## src/hw/rtl/kv_request_parser_assert.svh

```systemverilog
// Assertion macros for the request parser
`ifndef KV_REQUEST_PARSER_ASSERT_SVH
`define KV_REQUEST_PARSER_ASSERT_SVH
// same-cycle implication
`define KVRP_ASSERT_NOW(label, ante, cons, msg) \
  label: assert property (@(posedge clk_i) disable iff (!rst_ni) (ante) |-> (cons)) \
    else $error(msg);
// next-cycle implication
`define KVRP_ASSERT_NEXT(label, ante, cons, msg) \
  label: assert property (@(posedge clk_i) disable iff (!rst_ni) (ante) |=> (cons)) \
    else $error(msg);
`endif

```

## src/hw/rtl/kvrp_pkg.sv

```systemverilog
// Package for the request parser: word types, command table, codes
`timescale 1ns / 1ps
`default_nettype none
package kvrp_pkg;

  localparam int NameBytes    = 16;
  localparam int PrefixBytes  = 7;
  localparam int CommandCount = 108;
  localparam int NameW        = 8 * NameBytes;

  typedef struct packed {
    logic [7:0] byte_value;
    logic       end_of_buffer;
  } in_word_t;

  typedef struct packed {
    logic        result_kind;
    logic [1:0]  parse_status;
    logic [6:0]  command_number;
    logic        no_forward;
    logic        quit_flag;
    logic [31:0] key_offset;
    logic [31:0] key_length;
    logic        final_flag;
  } out_word_t;

  typedef enum logic [2:0] {
    RES_NONE, RES_KEY, RES_OK, RES_ERR, RES_INC
  } res_e;

  localparam logic [1:0] ST_OK  = 2'd0;
  localparam logic [1:0] ST_ERR = 2'd1;
  localparam logic [1:0] ST_INC = 2'd2;

  localparam logic [2:0] G_TYPE = 3'd0;
  localparam logic [2:0] G_KEY  = 3'd1;
  localparam logic [2:0] G_ARG1 = 3'd2;
  localparam logic [2:0] G_ARG2 = 3'd3;
  localparam logic [2:0] G_ARG3 = 3'd4;
  localparam logic [2:0] G_ARGN = 3'd5;

  localparam logic [4:0] PH_COUNT = 5'd0;
  localparam logic [4:0] PH_LF    = 5'd1;
  localparam logic [4:0] PH_TYPE  = 5'd2;
  localparam logic [4:0] PH_KEY   = 5'd6;
  localparam logic [4:0] PH_ARG1  = 5'd10;
  localparam logic [4:0] PH_ARG2  = 5'd14;
  localparam logic [4:0] PH_ARG3  = 5'd18;
  localparam logic [4:0] PH_ARGN  = 5'd22;

  localparam logic [3:0] C_Z  = 4'd1;
  localparam logic [3:0] C_0  = 4'd2;
  localparam logic [3:0] C_1  = 4'd3;
  localparam logic [3:0] C_2  = 4'd4;
  localparam logic [3:0] C_3  = 4'd5;
  localparam logic [3:0] C_N  = 4'd6;
  localparam logic [3:0] C_X  = 4'd7;
  localparam logic [3:0] C_KV = 4'd8;
  localparam logic [3:0] C_EV = 4'd9;
  localparam logic [3:0] C_ST = 4'd10;
  localparam logic [1:0] F_NOFWD = 2'b01;
  localparam logic [1:0] F_QUIT  = 2'b10;

  localparam logic [7:0] CH_CR     = 8'd13;
  localparam logic [7:0] CH_LF     = 8'd10;
  localparam logic [7:0] CH_STAR   = 8'h2A;
  localparam logic [7:0] CH_DOLLAR = 8'h24;

  localparam logic [8*PrefixBytes-1:0] StreamWord = "streams";

  typedef logic [NameW-1:0] name_tab_t [CommandCount];

  // string literals are right-justified; names are read from the left
  localparam name_tab_t CmdNameRaw = '{
    "xadd", "xack", "xread", "xreadgroup", "get", "set", "ttl", "del", "pttl",
    "decr", "dump", "hdel", "hget", "hlen", "hset", "incr", "llen", "lpop", "lrem",
    "lset", "rpop", "sadd", "spop", "srem", "type", "mget", "mset", "zadd", "zrem",
    "eval", "sort", "ping", "quit", "auth", "hkeys", "hmget", "hmset", "hvals",
    "hscan", "lpush", "ltrim", "rpush", "scard", "sdiff", "setex", "setnx", "smove",
    "sscan", "zcard", "zrank", "zscan", "pfadd", "append", "decrby", "exists",
    "expire", "getbit", "getset", "psetex", "hsetnx", "incrby", "lindex", "lpushx",
    "lrange", "rpushx", "setbit", "sinter", "strlen", "sunion", "zcount", "zrange",
    "zscore", "persist", "pexpire", "hexists", "hgetall", "hincrby", "linsert",
    "zincrby", "evalsha", "restore", "pfcount", "pfmerge", "expireat", "bitcount",
    "getrange", "setrange", "smembers", "zrevrank", "pexpireat", "rpoplpush",
    "sismember", "zrevrange", "zlexcount", "sdiffstore", "incrbyfloat",
    "sinterstore", "srandmember", "sunionstore", "zinterstore", "zunionstore",
    "zrangebylex", "hincrbyfloat", "zrangebyscore", "zremrangebylex",
    "zremrangebyrank", "zremrangebyscore", "zrevrangebyscore"
  };

  localparam logic [5:0] CmdCat [CommandCount] = '{
    {2'b00, C_ST}, {2'b00, C_ST}, {2'b00, C_ST}, {2'b00, C_ST},
    {2'b00, C_0}, {2'b00, C_N}, {2'b00, C_0}, {2'b00, C_X}, {2'b00, C_0},
    {2'b00, C_0}, {2'b00, C_0}, {2'b00, C_N}, {2'b00, C_1}, {2'b00, C_0},
    {2'b00, C_2}, {2'b00, C_0}, {2'b00, C_0}, {2'b00, C_0}, {2'b00, C_2},
    {2'b00, C_2}, {2'b00, C_0}, {2'b00, C_N}, {2'b00, C_0}, {2'b00, C_N},
    {2'b00, C_0}, {2'b00, C_X}, {2'b00, C_KV}, {2'b00, C_N}, {2'b00, C_N},
    {2'b00, C_EV}, {2'b00, C_0}, {F_NOFWD, C_Z}, {F_QUIT, C_Z}, {F_NOFWD, C_0},
    {2'b00, C_0}, {2'b00, C_N}, {2'b00, C_N}, {2'b00, C_0}, {2'b00, C_N},
    {2'b00, C_N}, {2'b00, C_2}, {2'b00, C_N}, {2'b00, C_0}, {2'b00, C_N},
    {2'b00, C_2}, {2'b00, C_1}, {2'b00, C_2}, {2'b00, C_N}, {2'b00, C_0},
    {2'b00, C_1}, {2'b00, C_N}, {2'b00, C_N}, {2'b00, C_1}, {2'b00, C_1},
    {2'b00, C_0}, {2'b00, C_1}, {2'b00, C_1}, {2'b00, C_1}, {2'b00, C_2},
    {2'b00, C_2}, {2'b00, C_1}, {2'b00, C_1}, {2'b00, C_1}, {2'b00, C_2},
    {2'b00, C_1}, {2'b00, C_2}, {2'b00, C_N}, {2'b00, C_0}, {2'b00, C_N},
    {2'b00, C_2}, {2'b00, C_N}, {2'b00, C_1}, {2'b00, C_0},
    {2'b00, C_1}, {2'b00, C_1}, {2'b00, C_0}, {2'b00, C_2},
    {2'b00, C_3}, {2'b00, C_2}, {2'b00, C_EV}, {2'b00, C_2},
    {2'b00, C_0}, {2'b00, C_N}, {2'b00, C_1}, {2'b00, C_N},
    {2'b00, C_2}, {2'b00, C_2}, {2'b00, C_0}, {2'b00, C_1},
    {2'b00, C_1}, {2'b00, C_1}, {2'b00, C_1}, {2'b00, C_N},
    {2'b00, C_2}, {2'b00, C_N}, {2'b00, C_1},
    {2'b00, C_N}, {2'b00, C_N}, {2'b00, C_N},
    {2'b00, C_N}, {2'b00, C_N}, {2'b00, C_N},
    {2'b00, C_2}, {2'b00, C_N}, {2'b00, C_2},
    {2'b00, C_2}, {2'b00, C_2}, {2'b00, C_N}
  };

  function automatic logic [5:0] cmd_cat(input logic [6:0] id);
    logic [5:0] r;
    r = 6'd0;
    if (id >= 7'd1 && 32'(id) <= CommandCount) r = CmdCat[32'(id) - 1];
    return r;
  endfunction

  function automatic int name_len(input logic [NameW-1:0] s);
    int n;
    n = 0;
    for (int k = 0; k < NameBytes; k++) if (s[8*k +: 8] != 8'd0) n = k + 1;
    return n;
  endfunction

  function automatic name_tab_t align_names();
    name_tab_t t;
    for (int i = 0; i < CommandCount; i++)
      t[i] = CmdNameRaw[i] << (8 * (NameBytes - name_len(CmdNameRaw[i])));
    return t;
  endfunction

  function automatic logic [7:0] fold(input logic [7:0] c);
    return (c >= 8'h41 && c <= 8'h5A) ? c + 8'd32 : c;
  endfunction

  function automatic logic [31:0] times10(input logic [31:0] x, input logic [7:0] c);
    return (x << 3) + (x << 1) + {28'd0, c[3:0]};
  endfunction

endpackage
`default_nettype wire

```

## src/hw/rtl/kv_request_parser.sv

```systemverilog
// Request parser top level: byte-wide array/bulk request parsing
//
// One input word per clock while in_stall_o is low carries a request byte and
// an end-of-buffer mark. Each byte is parsed in the cycle it is accepted; any
// result it causes (a key position report or the final status) lands in the
// output register, so out_valid_o shows it in the cycle after the accept.
// Throughput is one byte per clock while in_stall_o is low, set by the state update and the output register.
// The command name is matched as it streams in: one compare per table entry on
// each name byte, so no name buffer is kept.
// in_stall_o rises only when the output register holds a word the receiver is
// stalling; the register frees and refills in the same cycle as it drains.
// After the status result, bytes up to the buffer end give no result. The byte
// that carries the end mark returns the parse state, save the name match bits,
// to reset; if no status was given by then, that byte yields an incomplete status.
// Reset (rst_ni low, asynchronous) clears the parse state and the output valid.
`timescale 1ns / 1ps
`default_nettype none
`include "kv_request_parser_assert.svh"
module kv_request_parser (
  input  wire logic               clk_i,
  input  wire logic               rst_ni,
  input  wire logic               in_valid_i,
  output logic                    in_stall_o,
  input  wire kvrp_pkg::in_word_t in_word_i,
  output logic                    out_valid_o,
  input  wire logic               out_stall_i,
  output kvrp_pkg::out_word_t     out_word_o
);
  import kvrp_pkg::*;

  localparam name_tab_t CmdName = align_names();

  logic [4:0]  phase_q, phase_d;
  logic [31:0] args_q, args_d, len_q, len_d, skip_q, skip_d;
  logic        tok_q, tok_d, dig_q, dig_d, strm_q, strm_d, fin_q, fin_d;
  logic [31:0] pos_q, pos_d, fstart_q, fstart_d, total_q, total_d, kcnt_q, kcnt_d;
  logic [CommandCount-1:0] match_q, match_d;
  logic [6:0]  cmd_q, cmd_d, cmd_hit;
  logic        out_valid_q;
  out_word_t   out_q, out_d;
  logic        accept;
  res_e        res;
  logic [7:0]  ch, chf;
  logic [4:0]  rel;
  logic [2:0]  grp;
  logic [3:0]  cat;
  logic [5:0]  flg;
  logic [31:0] idx;

  assign in_stall_o  = out_valid_q && out_stall_i;
  assign accept      = in_valid_i && !in_stall_o;
  assign out_valid_o = out_valid_q;
  assign out_word_o  = out_q;
  assign ch   = in_word_i.byte_value;
  assign chf  = fold(ch);
  assign rel  = phase_q - PH_TYPE;
  assign grp  = rel[4:2];
  assign cat  = 4'(cmd_cat(cmd_q));
  assign idx  = len_q - skip_q;

  always_comb begin
    cmd_hit = 7'd0;
    for (int i = CommandCount - 1; i >= 0; i--) begin
      if (match_q[i] && len_q == 32'(name_len(CmdNameRaw[i]))) cmd_hit = 7'(i + 1);
    end
  end

  always_comb begin
    phase_d = phase_q; args_d = args_q; len_d = len_q; skip_d = skip_q;
    tok_d = tok_q; dig_d = dig_q; strm_d = strm_q; fin_d = fin_q;
    pos_d = pos_q + 32'd1; fstart_d = fstart_q; total_d = total_q; kcnt_d = kcnt_q;
    match_d = match_q; cmd_d = cmd_q;
    res = RES_NONE;
    if (!fin_q) begin
      if (phase_q == PH_COUNT) begin
        if (!tok_q) begin
          if (ch != CH_STAR) res = RES_ERR;
          else begin
            tok_d = 1'b1; args_d = 32'd0;
          end
        end else if (ch >= "0" && ch <= "9") begin
          args_d = times10(args_q, ch);
        end else if (ch == CH_CR) begin
          if (args_q == 32'd0) res = RES_ERR;
          else begin
            total_d = args_q; tok_d = 1'b0; phase_d = PH_LF;
          end
        end else res = RES_ERR;
      end else if (phase_q == PH_LF) begin
        if (ch != CH_LF) res = RES_ERR;
        else phase_d = PH_TYPE;
      end else if (grp > G_ARGN) begin
        res = RES_ERR;
      end else begin
        case (rel[1:0])
          2'd0: begin
            if (!tok_q) begin
              if (ch != CH_DOLLAR) res = RES_ERR;
              else begin
                tok_d = 1'b1; len_d = 32'd0; dig_d = 1'b0;
              end
            end else if (ch >= "0" && ch <= "9") begin
              len_d = times10(len_q, ch); dig_d = 1'b1;
            end else if (ch == CH_CR) begin
              if (args_q == 32'd0) res = RES_ERR;
              else if (grp == G_TYPE && len_q == 32'd0) res = RES_ERR;
              else if (grp >= G_ARG1 && !dig_q) res = RES_ERR;
              else begin
                args_d = args_q - 32'd1; tok_d = 1'b0; phase_d = phase_q + 5'd1;
              end
            end else res = RES_ERR;
          end
          2'd1: begin
            if (ch != CH_LF) res = RES_ERR;
            else begin
              skip_d = len_q; fstart_d = pos_q + 32'd1; strm_d = 1'b1;
              kcnt_d = 32'd0; dig_d = 1'b0; match_d = '1;
              phase_d = phase_q + 5'd1;
            end
          end
          2'd2: begin
            if (skip_q != 32'd0) begin
              if (grp == G_TYPE && idx < 32'(NameBytes)) begin
                for (int i = 0; i < CommandCount; i++) begin
                  if (CmdName[i][{~idx[3:0], 3'b000} +: 8] != chf) match_d[i] = 1'b0;
                end
              end
              if (grp == G_ARGN && idx < 32'(PrefixBytes)) begin
                if (StreamWord[8 * (PrefixBytes - 1 - int'(idx[2:0])) +: 8] != chf)
                  strm_d = 1'b0;
              end
              if (grp == G_ARG2 && cat == C_EV) begin
                if (ch >= "0" && ch <= "9") kcnt_d = times10(kcnt_q, ch);
                else dig_d = 1'b1;
              end
              skip_d = skip_q - 32'd1;
            end else if (ch != CH_CR) begin
              res = RES_ERR;
            end else begin
              phase_d = phase_q + 5'd1;
              if (grp == G_TYPE) begin
                cmd_d = (len_q > 32'(NameBytes)) ? 7'd0 : cmd_hit;
                if (cmd_d == 7'd0) res = RES_ERR;
              end else if (grp == G_KEY) begin
                res = RES_KEY;
              end else if (grp == G_ARG2 && cat == C_EV) begin
                if (len_q == 32'd0 || dig_q || kcnt_q == 32'd0) res = RES_ERR;
              end
            end
          end
          default: begin
            if (ch != CH_LF) res = RES_ERR;
            else begin
              case (grp)
                G_TYPE: begin
                  if (cat == C_Z) res = RES_OK;
                  else phase_d = (cat == C_EV || cat == C_ST) ? PH_ARG1 : PH_KEY;
                end
                G_KEY: begin
                  if (cat == C_0) res = (args_q != 32'd0) ? RES_ERR : RES_OK;
                  else if (cat == C_1 || cat == C_2 || cat == C_3) begin
                    if (args_q != 32'(cat - C_0)) res = RES_ERR;
                    else phase_d = PH_ARG1;
                  end else if (cat == C_N || cat == C_X || cat == C_KV || cat == C_EV ||
                               cat == C_ST) begin
                    if (args_q == 32'd0) res = RES_OK;
                    else if (cat == C_KV && !total_q[0]) res = RES_ERR;
                    else if (cat == C_X) phase_d = PH_KEY;
                    else if (cat == C_EV || cat == C_ST) phase_d = PH_ARGN;
                    else phase_d = PH_ARG1;
                  end else res = RES_ERR;
                end
                G_ARG1: begin
                  if (cat == C_1) res = (args_q != 32'd0) ? RES_ERR : RES_OK;
                  else if (cat == C_2 || cat == C_3) begin
                    if (args_q != 32'(cat - C_1)) res = RES_ERR;
                    else phase_d = PH_ARG2;
                  end else if (cat == C_EV) begin
                    if (args_q < 32'd2) res = RES_ERR;
                    else phase_d = PH_ARG2;
                  end else if (cat == C_N || cat == C_KV || cat == C_ST) begin
                    if (args_q == 32'd0) res = RES_OK;
                    else phase_d = (cat == C_KV) ? PH_KEY : PH_ARGN;
                  end else res = RES_ERR;
                end
                G_ARG2: begin
                  if (cat == C_2) res = (args_q != 32'd0) ? RES_ERR : RES_OK;
                  else if (cat == C_3) begin
                    if (args_q != 32'd1) res = RES_ERR;
                    else phase_d = PH_ARG3;
                  end else if (cat == C_N) begin
                    if (args_q == 32'd0) res = RES_OK;
                    else phase_d = PH_ARGN;
                  end else if (cat == C_EV) begin
                    if (args_q < 32'd1) res = RES_ERR;
                    else phase_d = PH_KEY;
                  end else res = RES_ERR;
                end
                G_ARG3: begin
                  if (cat == C_3) res = (args_q != 32'd0) ? RES_ERR : RES_OK;
                  else if (cat == C_N) begin
                    if (args_q == 32'd0) res = RES_OK;
                    else phase_d = PH_ARGN;
                  end else res = RES_ERR;
                end
                default: begin
                  if (cat == C_ST && strm_q && len_q >= 32'(PrefixBytes)) phase_d = PH_KEY;
                  else if (cat == C_N || cat == C_EV || cat == C_ST) begin
                    if (args_q == 32'd0) res = RES_OK;
                    else phase_d = PH_ARGN;
                  end else res = RES_ERR;
                end
              endcase
            end
          end
        endcase
      end
      if (res == RES_OK || res == RES_ERR) fin_d = 1'b1;
    end
    if (in_word_i.end_of_buffer && !fin_d) res = RES_INC;

    flg = cmd_cat(cmd_d);
    out_d.result_kind    = (res != RES_KEY);
    out_d.parse_status   = (res == RES_ERR) ? ST_ERR : (res == RES_INC) ? ST_INC : ST_OK;
    out_d.command_number = cmd_d;
    out_d.no_forward     = flg[4];
    out_d.quit_flag      = flg[5];
    out_d.key_offset     = (res == RES_KEY) ? fstart_d : 32'd0;
    out_d.key_length     = (res == RES_KEY) ? len_d : 32'd0;
    out_d.final_flag     = (res != RES_KEY);

    if (in_word_i.end_of_buffer) begin
      phase_d = PH_COUNT; args_d = '0; len_d = '0; skip_d = '0; tok_d = 1'b0;
      dig_d = 1'b0; strm_d = 1'b0; fin_d = 1'b0; pos_d = '0; fstart_d = '0;
      total_d = '0; kcnt_d = '0; cmd_d = '0;
    end
  end

  always_ff @(posedge clk_i or negedge rst_ni) begin
    if (!rst_ni) begin
      phase_q <= PH_COUNT; args_q <= '0; len_q <= '0; skip_q <= '0; tok_q <= 1'b0;
      dig_q <= 1'b0; strm_q <= 1'b0; fin_q <= 1'b0; pos_q <= '0; fstart_q <= '0;
      total_q <= '0; kcnt_q <= '0; cmd_q <= '0; match_q <= '0;
      out_valid_q <= 1'b0;
    end else begin
      if (accept) begin
        phase_q <= phase_d; args_q <= args_d; len_q <= len_d; skip_q <= skip_d;
        tok_q <= tok_d; dig_q <= dig_d; strm_q <= strm_d; fin_q <= fin_d;
        pos_q <= pos_d; fstart_q <= fstart_d; total_q <= total_d; kcnt_q <= kcnt_d;
        cmd_q <= cmd_d; match_q <= match_d;
      end
      if (accept) out_valid_q <= (res != RES_NONE);
      else if (!out_stall_i) out_valid_q <= 1'b0;
    end
  end

  always_ff @(posedge clk_i) begin
    if (accept) out_q <= out_d;
  end

  `KVRP_ASSERT_NOW(a_final_is_status, out_valid_o && out_word_o.final_flag, out_word_o.result_kind, "final word not a status")
  `KVRP_ASSERT_NOW(a_key_ok, out_valid_o && !out_word_o.result_kind, out_word_o.parse_status == ST_OK && !out_word_o.final_flag, "bad key report")
  `KVRP_ASSERT_NEXT(a_eob_clears, accept && in_word_i.end_of_buffer, phase_q == PH_COUNT && !fin_q && pos_q == 32'd0, "state not cleared at buffer end")

endmodule
`default_nettype wire

```

## config.mk

```make
export PLATFORM = sky130hd
export DESIGN_NAME = kv_request_parser
export DESIGN_NICKNAME = d
export VERILOG_FILES = /design/src/hw/rtl/kvrp_pkg.sv /design/src/hw/rtl/kv_request_parser.sv
export VERILOG_INCLUDE_DIRS = /design/src /design/src/hw/rtl
export SDC_FILE = /design/constraint.sdc
export NUM_CORES = 2
export LEC_CHECK = 0
export ABC_AREA = 0
export ABC_CLOCK_PERIOD_IN_PS = 7700
export BUFFER_PORTS_ARGS = -buffer_cell sky130_fd_sc_hd__clkbuf_2
export CORE_ASPECT_RATIO = 1.4
export CORE_UTILIZATION = 60
export DETAILED_ROUTE_END_ITERATION = 12
export PLACE_DENSITY = 0.76
export SETUP_SLACK_MARGIN = 0.5
export SLEW_MARGIN = 25
export SYNTH_ARGS = -nofsm -noshare
export SYNTH_HDL_FRONTEND = slang
export SYNTH_SLANG_ARGS = --single-unit
export TNS_END_PERCENT = 1
```

## constraint.sdc

```tcl
create_clock -name clk_i -period 7.7 [get_ports clk_i]
set_input_delay 0.385 -clock clk_i [delete_from_list [all_inputs] [get_ports clk_i]]
set_output_delay 0.385 -clock clk_i [all_outputs]
set_load 0.005 [all_outputs]
```

---- Word level (Yosys, flattened, before mapping) ----
Memories as Yosys holds them, arrays and structs flattened. A register that Yosys moved wholly into a read port is not among the register bits.
Cells that the tools add are included.
word-level totals
  word-level logic and storage cells ...... 1325
  RAM bits ................................ 0
  memories ................................ 2
  output and inout bits ................... 79
  memory bits (read-only) ................. 1536
  bits of input ports ..................... 13
  register bits ........................... 392
  bits in latches ......................... 0
memory list
  name              depth  width  rd ports  clocked after Yosys merged registers in  wr ports  RTL line         source
  (name not given)  128    6      1         1                                        0         kvrp_pkg.sv:123  if (id >= 7'd1 && 32'(id) <= CommandCount) r = CmdCat[32'(id) - 1];
  (name not given)  128    6      1         0                                        0         kvrp_pkg.sv:123
operators by class
  divide/modulo/power cells ............... 0
  shift operators ......................... 109
  equal/unequal tests ..................... 323
  multiply operators ...................... 0
  add/subtract/negate cells ............... 18
  bitwise gates (word level) .............. 7
  reduce and logical (&&, ||, !) cells .... 279
  order comparisons ....................... 17
  multiplexer cells ....................... 443
operator list
  operator                                                    count
  indexed part select 128 x 8 -> 8 bit, first input constant  108
  2-to-1 mux 32 bit                                           48
  AND reduction 10 bit                                        110
  != test 8 bit                                               109
  2-to-1 mux 7 bit                                            118
  2-to-1 mux 108 bit                                          3
  equality test 32 x 4 -> 1 bit, second input constant        8
  2-to-1 mux 5 bit                                            48
  != test 2 bit, second input constant                        117
  one-hot mux 108 bit (2 select lines)                        1
  2-to-1 mux 1 bit                                            160
  equality test 32 x 3 -> 1 bit, second input constant        4
  one-hot mux 32 bit (2 select lines)                         2
  logical AND 1 bit                                           123
  adder 32 bit                                                3
  adder 32 x 4 -> 32 bit                                      3
  zero test 32 bit                                            3
  2-to-1 mux 3 bit                                            30
  inverter 32 -> 33 bit                                       2
  != test 32 bit                                              2
  nonzero test 32 bit                                         2
  subtractor 32 x 1 -> 32 bit, second input constant          2
  indexed part select 56 x 7 -> 8 bit, first input constant   1
  != test 3 bit, second input constant                        17
  other kinds (79)                                            172

---- Logic depth before layout (Yosys ltp) ----
  depth in word-level cells ............... 130
  mapped depth ............................ 25
  depth with buffers taken out ............ 19

---- Least setup slack after synthesis ----
No wires, ideal clock.
  path kind ............................... reg2reg
  start ................................... reg cmd_q[0]
  end ..................................... reg out_q (netlist bit out_word_o[0]) (data pin)
  stages on the path, launching flop included .. 22
  data arrival time ....................... 4.945 ns
  library setup time ...................... 0.268 ns
  buffers on the path ..................... 5
  slack ................................... 2.487 ns
  data required time ...................... 7.432 ns
  path through ............................ dfrtp_1 -> clkbuf_1 -> inv_1 -> ha_1 -> buf_4 -> nor3b_4 -> xnor2_1 -> o311a_1 -> nand3_1 -> a41oi_1 -> inv_1 -> ha_1 -> clkbuf_1 -> or2_2 -> nor2_1 -> o311ai_0 -> a41oi_2 -> a211oi_1 -> a211oi_2 -> or3b_1 -> buf_2 -> buf_2
RTL lines
  element                 RTL line                  source
  from (decl)             kv_request_parser.sv:38   logic [6:0] cmd_q, cmd_d, cmd_hit;
  from (signal assigned)  kv_request_parser.sv:250  cmd_q <= cmd_d; match_q <= match_d;
  to (signal assigned)    kv_request_parser.sv:258  if (accept) out_q <= out_d;
  to (decl)               kv_request_parser.sv:40   out_word_t out_q, out_d;

---- Worst setup path in the final report ----
  start ................................... reg cmd_q[0]
  end ..................................... reg out_q (netlist bit out_word_o[39]) (data pin)
on the way
  longest elaborated chain between the ends .. 29
ends and longest elaborated chain
  element                                                                             RTL line                  source
  subtractor 7 x 1 -> 8 bit                                                           kvrp_pkg.sv:123
  inverter 32 -> 33 bit (implied by the code)                                         kvrp_pkg.sv:123
  memory (128 x 6 bit)                                                                --
  2-to-1 mux 4 bit (implied by the code) (2 in series)                                kvrp_pkg.sv:123
  2-to-1 mux 4 bit (*)                                                                kvrp_pkg.sv:123
  parallel branches: the longest is 10 deep, another holds subtractor 4 x 2 -> 5 bit  --
  one-hot mux 3 bit (3 select lines) (*)                                              kv_request_parser.sv:95   case (rel[1:0])
  2-to-1 mux 3 bit (*)                                                                kv_request_parser.sv:92   end else if (grp > G_ARGN) begin
  [3 not listed]                                                                      --
  equality test 3 x 2 -> 1 bit                                                        kv_request_parser.sv:218  if (res == RES_OK || res == RES_ERR) fin_d = 1'b1;
  logical OR 1 bit                                                                    kv_request_parser.sv:218
  2-to-1 mux 1 bit                                                                    kv_request_parser.sv:218
  2-to-1 mux 1 bit                                                                    kv_request_parser.sv:74   if (!fin_q) begin
  zero test 1 bit                                                                     kv_request_parser.sv:220  if (in_word_i.end_of_buffer && !fin_d) res = RES_INC;
  logical AND 1 bit                                                                   kv_request_parser.sv:220
  2-to-1 mux 3 bit (*)                                                                kv_request_parser.sv:220
  equality test 3 x 1 -> 1 bit (*)                                                    kv_request_parser.sv:228  out_d.key_offset = (res == RES_KEY) ? fstart_d : 32'd0;
Mark *: on every way between the ends. The select of a mux whose other input is x is not followed.
A chain may end at the register's enable or synchronous reset.

==> flow_metrics.env <==
export IMPL_avgSynthCellArea_um2=7.80
export IMPL_power_switching_mw=9.07
export IMPL_reg2reg_to="out_word_o[39]$_SDFFCE_PP0P_"
export IMPL_required_ps=8080
export IMPL_fp_row_count=105
export IMPL_hold_viol=0
export IMPL_skew_ps=25.0
export IMPL_routed_wirelength_mm=137
export IMPL_min_path_cells=3
export IMPL_p_sw_frac=0.555
export IMPL_relSlewSlack=0.166
export IMPL_drt_initial_drc_count=3919
export IMPL_min_period_ps=6600
export IMPL_synth_edf_count=76
export IMPL_layout_common_cells="nor2_1, nand2_1, o21ai_0, a21oi_1, dfrtp_1"
export IMPL_drv_slew=0
export IMPL_gr_total_overflow=0
export IMPL_end_kind="flop"
export IMPL_start_kind="flop"
export IMPL_root_buffer="clkbuf_16"
export IMPL_cts_buffer_depth=3
export IMPL_status="completed"
export IMPL_grt_pass1_wl_mm=210
export IMPL_via_count=37224
export IMPL_die_w_um=209
export IMPL_grt_usage=0.447
export IMPL_drtAntennaViolNets=0
export IMPL_hold_path_startpoint="in_valid_i"
export IMPL_cts_clk_slew_worst_paths_ps=60
export IMPL_p_per_area_nw_per_um2=424
export IMPL_synth_area_um2=36000
export IMPL_ys_ff_latch=394
export IMPL_die_area_um2=61000
export IMPL_ir_drop_uv=700
export IMPL_via_per_inst=6.95
export IMPL_die_height_um=292
export IMPL_p_clk_frac=0.130
export IMPL_drive_above_1_share=0.0734
export IMPL_met3_usage=0.133
export IMPL_intPower_mw=7.29
export IMPL_cts_sinks=394
export IMPL_combPwrFrac=0.683
export IMPL_start_util=0.610
export IMPL_syn_inst=4615
export IMPL_yosys_warnings=0
export IMPL_drcViolationCount=0
export IMPL_fmax_mhz=152
export IMPL_met1_usage=0.482
export IMPL_grt_max_degree=135
export IMPL_path_class="reg2reg"
export IMPL_io_buffers=91
export IMPL_crit_arrival_ps=6980
export IMPL_antenna_found_initial=15
export IMPL_crit_path_frequent_cell="inv_1"
export IMPL_r2r_cells=19
export IMPL_rrSetupSlack_ps=1100
export IMPL_synth_nets=4884
export IMPL_drtPass1Iterations=8
export IMPL_grt_pass1_vias=35448
export IMPL_num_io_pins=92
export IMPL_grt_use_met2=0.714
export IMPL_r2r_start="cmd_q[0]$_DFFE_PN0P_"
export IMPL_cts_tree="done"
export IMPL_cts_setup_buffers=0
export IMPL_min_to="out_valid_o$_DFFE_PN0P_"
export IMPL_clkLatencyLatePin_ps=580
export IMPL_setup_viol=0
export IMPL_core_area_um2=59000
export IMPL_tns_ps=0
export IMPL_critPathMaxStageDelay_ps=840
export IMPL_critical_path_slowest_cell="or3b_2"
export IMPL_critPathMaxFanout=30
export IMPL_rsz0062_at_grt="false"
export IMPL_layout_commonest_cell="nor2_1"
export IMPL_place_congestion=1.13
export IMPL_seqPwrFrac=0.188
export IMPL_async_flop_share=0.807
export IMPL_cts_made_buffers=42
export IMPL_leakagePower_nw=15.7
export IMPL_synth_cell_types=104
export IMPL_grt_busiest_layer="met2"
export IMPL_finalCritPeriodShare=0.857
export IMPL_syn2layout_area_growth_pct=7.22
export IMPL_routedWlPerCell_um=25.6
export IMPL_hold_path_class="in2reg"
export IMPL_hpwl_mm=98.7
export IMPL_hold_ws_ps=124
export IMPL_yosysSeqAreaShare=0.285
export IMPL_maxCapViolations=0
export IMPL_fin_nets=4841
export IMPL_synth_main_ff_cell="dfrtp_1"
export IMPL_worst_pin_slew_ps=1250
export IMPL_htreeDepth=2
export IMPL_worstPathCellList="inv_1 -> ha_1 -> nand2b_1 -> nor3_1 -> nor2_2 -> a211oi_1 -> a21oi_1 -> o32a_1 -> inv_1 -> ha_1 -> inv_1 -> or4_1 -> o211a_1 -> a22oi_2 -> a2bb2oi_2 -> a31oi_1 -> or3b_2 -> buf_4 -> a211oi_1"
==> area by class of cell <==
class,instances,area [um^2]
well taps,749,937
flip-flops and latches,394,10200
diodes,3,7.51
inverters,130,490
repair buffers,177,1170
multi-input cells,3827,24300
clock buffers,57,1170
clock inverters,18,226
fillers,5234,20400
==> power groups by stage <==
stage	sequential (mW)	clock (mW)	combinational (mW)
4_1_cts	3.05	2.12	10.4
3_3_place_gp	3.07	0	10.3
3_5_place_dp	3.08	0	10.3
2_1_floorplan	2.89	0	7.20
5_1_grt	3.12	2.20	11.8
6_report	3.07	2.12	11.2
==> Yosys cell counts (all sizes together) (16+ instances only) <==
| cell type | instances | area (um^2) |
|---|---|---|
| or4 | 26 | 199 |
| clkbuf | 209 | 786 |
| mux2i | 19 | 190 |
| nand2b | 45 | 282 |
| or3 | 55 | 344 |
| dfrtp | 318 | 7960 |
| edfxtp | 76 | 2280 |
| nand2 | 463 | 1740 |
| nand3b | 16 | 120 |
| a31oi | 67 | 419 |
| inv | 127 | 477 |
| a22o | 28 | 245 |
| a21oi | 359 | 1800 |
| nand3 | 148 | 746 |
| nor2b | 50 | 313 |
| xnor2 | 242 | 2130 |
| o211ai | 28 | 210 |
| o22ai | 38 | 238 |
| xor2 | 126 | 1100 |
| or2 | 19 | 119 |
| nand4 | 75 | 469 |
| o31ai | 40 | 300 |
| a21o | 43 | 323 |
| buf | 55 | 256 |
| and2 | 30 | 190 |
| nor4 | 74 | 469 |
| nor2 | 489 | 1850 |
| a32oi | 27 | 236 |
| o21a | 25 | 188 |
| and3 | 63 | 399 |
| a211oi | 63 | 571 |
| ha | 249 | 3120 |
| nor3b | 17 | 139 |
| a211o | 21 | 193 |
| o21bai | 16 | 120 |
| a22oi | 57 | 433 |
| nor3 | 170 | 867 |
| o21ai | 427 | 2140 |
==> routing by layer <==
metal | routed length [um] | part of all wire | vias to the layer above
met4 | 14000 | 0.10 | 14
met5 | 96 | 0.00070 | -
li1 | - | - | 16871
met1 | 47100 | 0.34 | 17566
met2 | 62700 | 0.46 | 2023
met3 | 13400 | 0.097 | 750
==> cell families (layout without fill, tap and decap cells) <==
group | count (synthesis) | in the layout | share of synthesized area
AO/OA/AOI/OAI | 1397 | 1397 | 0.246
adder cells (fa/ha/maj) | 256 | 256 | 0.0905
other | 0 | 3 | 0
flip-flops | 394 | 394 | 0.285
multiplexers | 23 | 23 | 0.00716
XOR/XNOR | 368 | 368 | 0.0898
AND/OR/NAND/NOR | 1783 | 1783 | 0.240
buffers and inverters | 394 | 382 | 0.0425
==> through the flow <==
stage           util  std cells  setup WS [ps]  power [mW]  cell area (um^2)
4_1_cts        0.652       5350            818        15.5             38500
5_1_grt        0.654       5352            656        17.1             38600
2_1_floorplan      -       4615           2490        10.1             36000
3_3_place_gp   0.629       5274            877        13.3             37100
3_5_place_dp   0.629       5274            853        13.4             37100
6_report       0.654       5355           1100        16.4             38600
==> registers in the layout, summed over array words and instances, names as in the netlist <==
register	cells
strm_q	1
out_word_o	76
total_q	1
phase_q	5
match_q	108
skip_q	32
dig_q	1
fstart_q	32
pos_q	32
kcnt_q	32
cmd_q	7
out_valid_o	1
len_q	32
tok_q	1
fin_q	1
args_q	32
==> how the worst max path moves through the flow <==
stage / startpoint / end / depth (start not counted)
after global placement: cmd_q[0]$_DFFE_PN0P_ / out_word_o[44]$_SDFFCE_PP0P_ / 18
after detailed placement: cmd_q[0]$_DFFE_PN0P_ / out_word_o[39]$_SDFFCE_PP0P_ / 18
final: cmd_q[0]$_DFFE_PN0P_ / out_word_o[39]$_SDFFCE_PP0P_ / 19
after global routing: cmd_q[0]$_DFFE_PN0P_ / out_word_o[39]$_SDFFCE_PP0P_ / 18
after floorplan: cmd_q[0]$_DFFE_PN0P_ / out_word_o[0]$_DFFE_PP_ / 21
after CTS: cmd_q[0]$_DFFE_PN0P_ / out_word_o[39]$_SDFFCE_PP0P_ / 18
==> what timing repair did <==
| action | CTS | global route |
|---|---|---|
| resized for setup | 0 | 3 |
| setup endpoints to repair | 0 | 44 |
| hold endpoints to repair | 63 | 0 |
| hold buffers | 1 | 0 |
==> critical path, delay by kind of cell (launching register included) <==
family                     cells  cell delay, ps
and+or+nand+nor                5            2170
AOI/OAI and AO/OA              8            1730
adders and majority gates      2            1020
buffers and inverters          4             860
DFF                            1             610
Power figures use the tool's default switching activity.
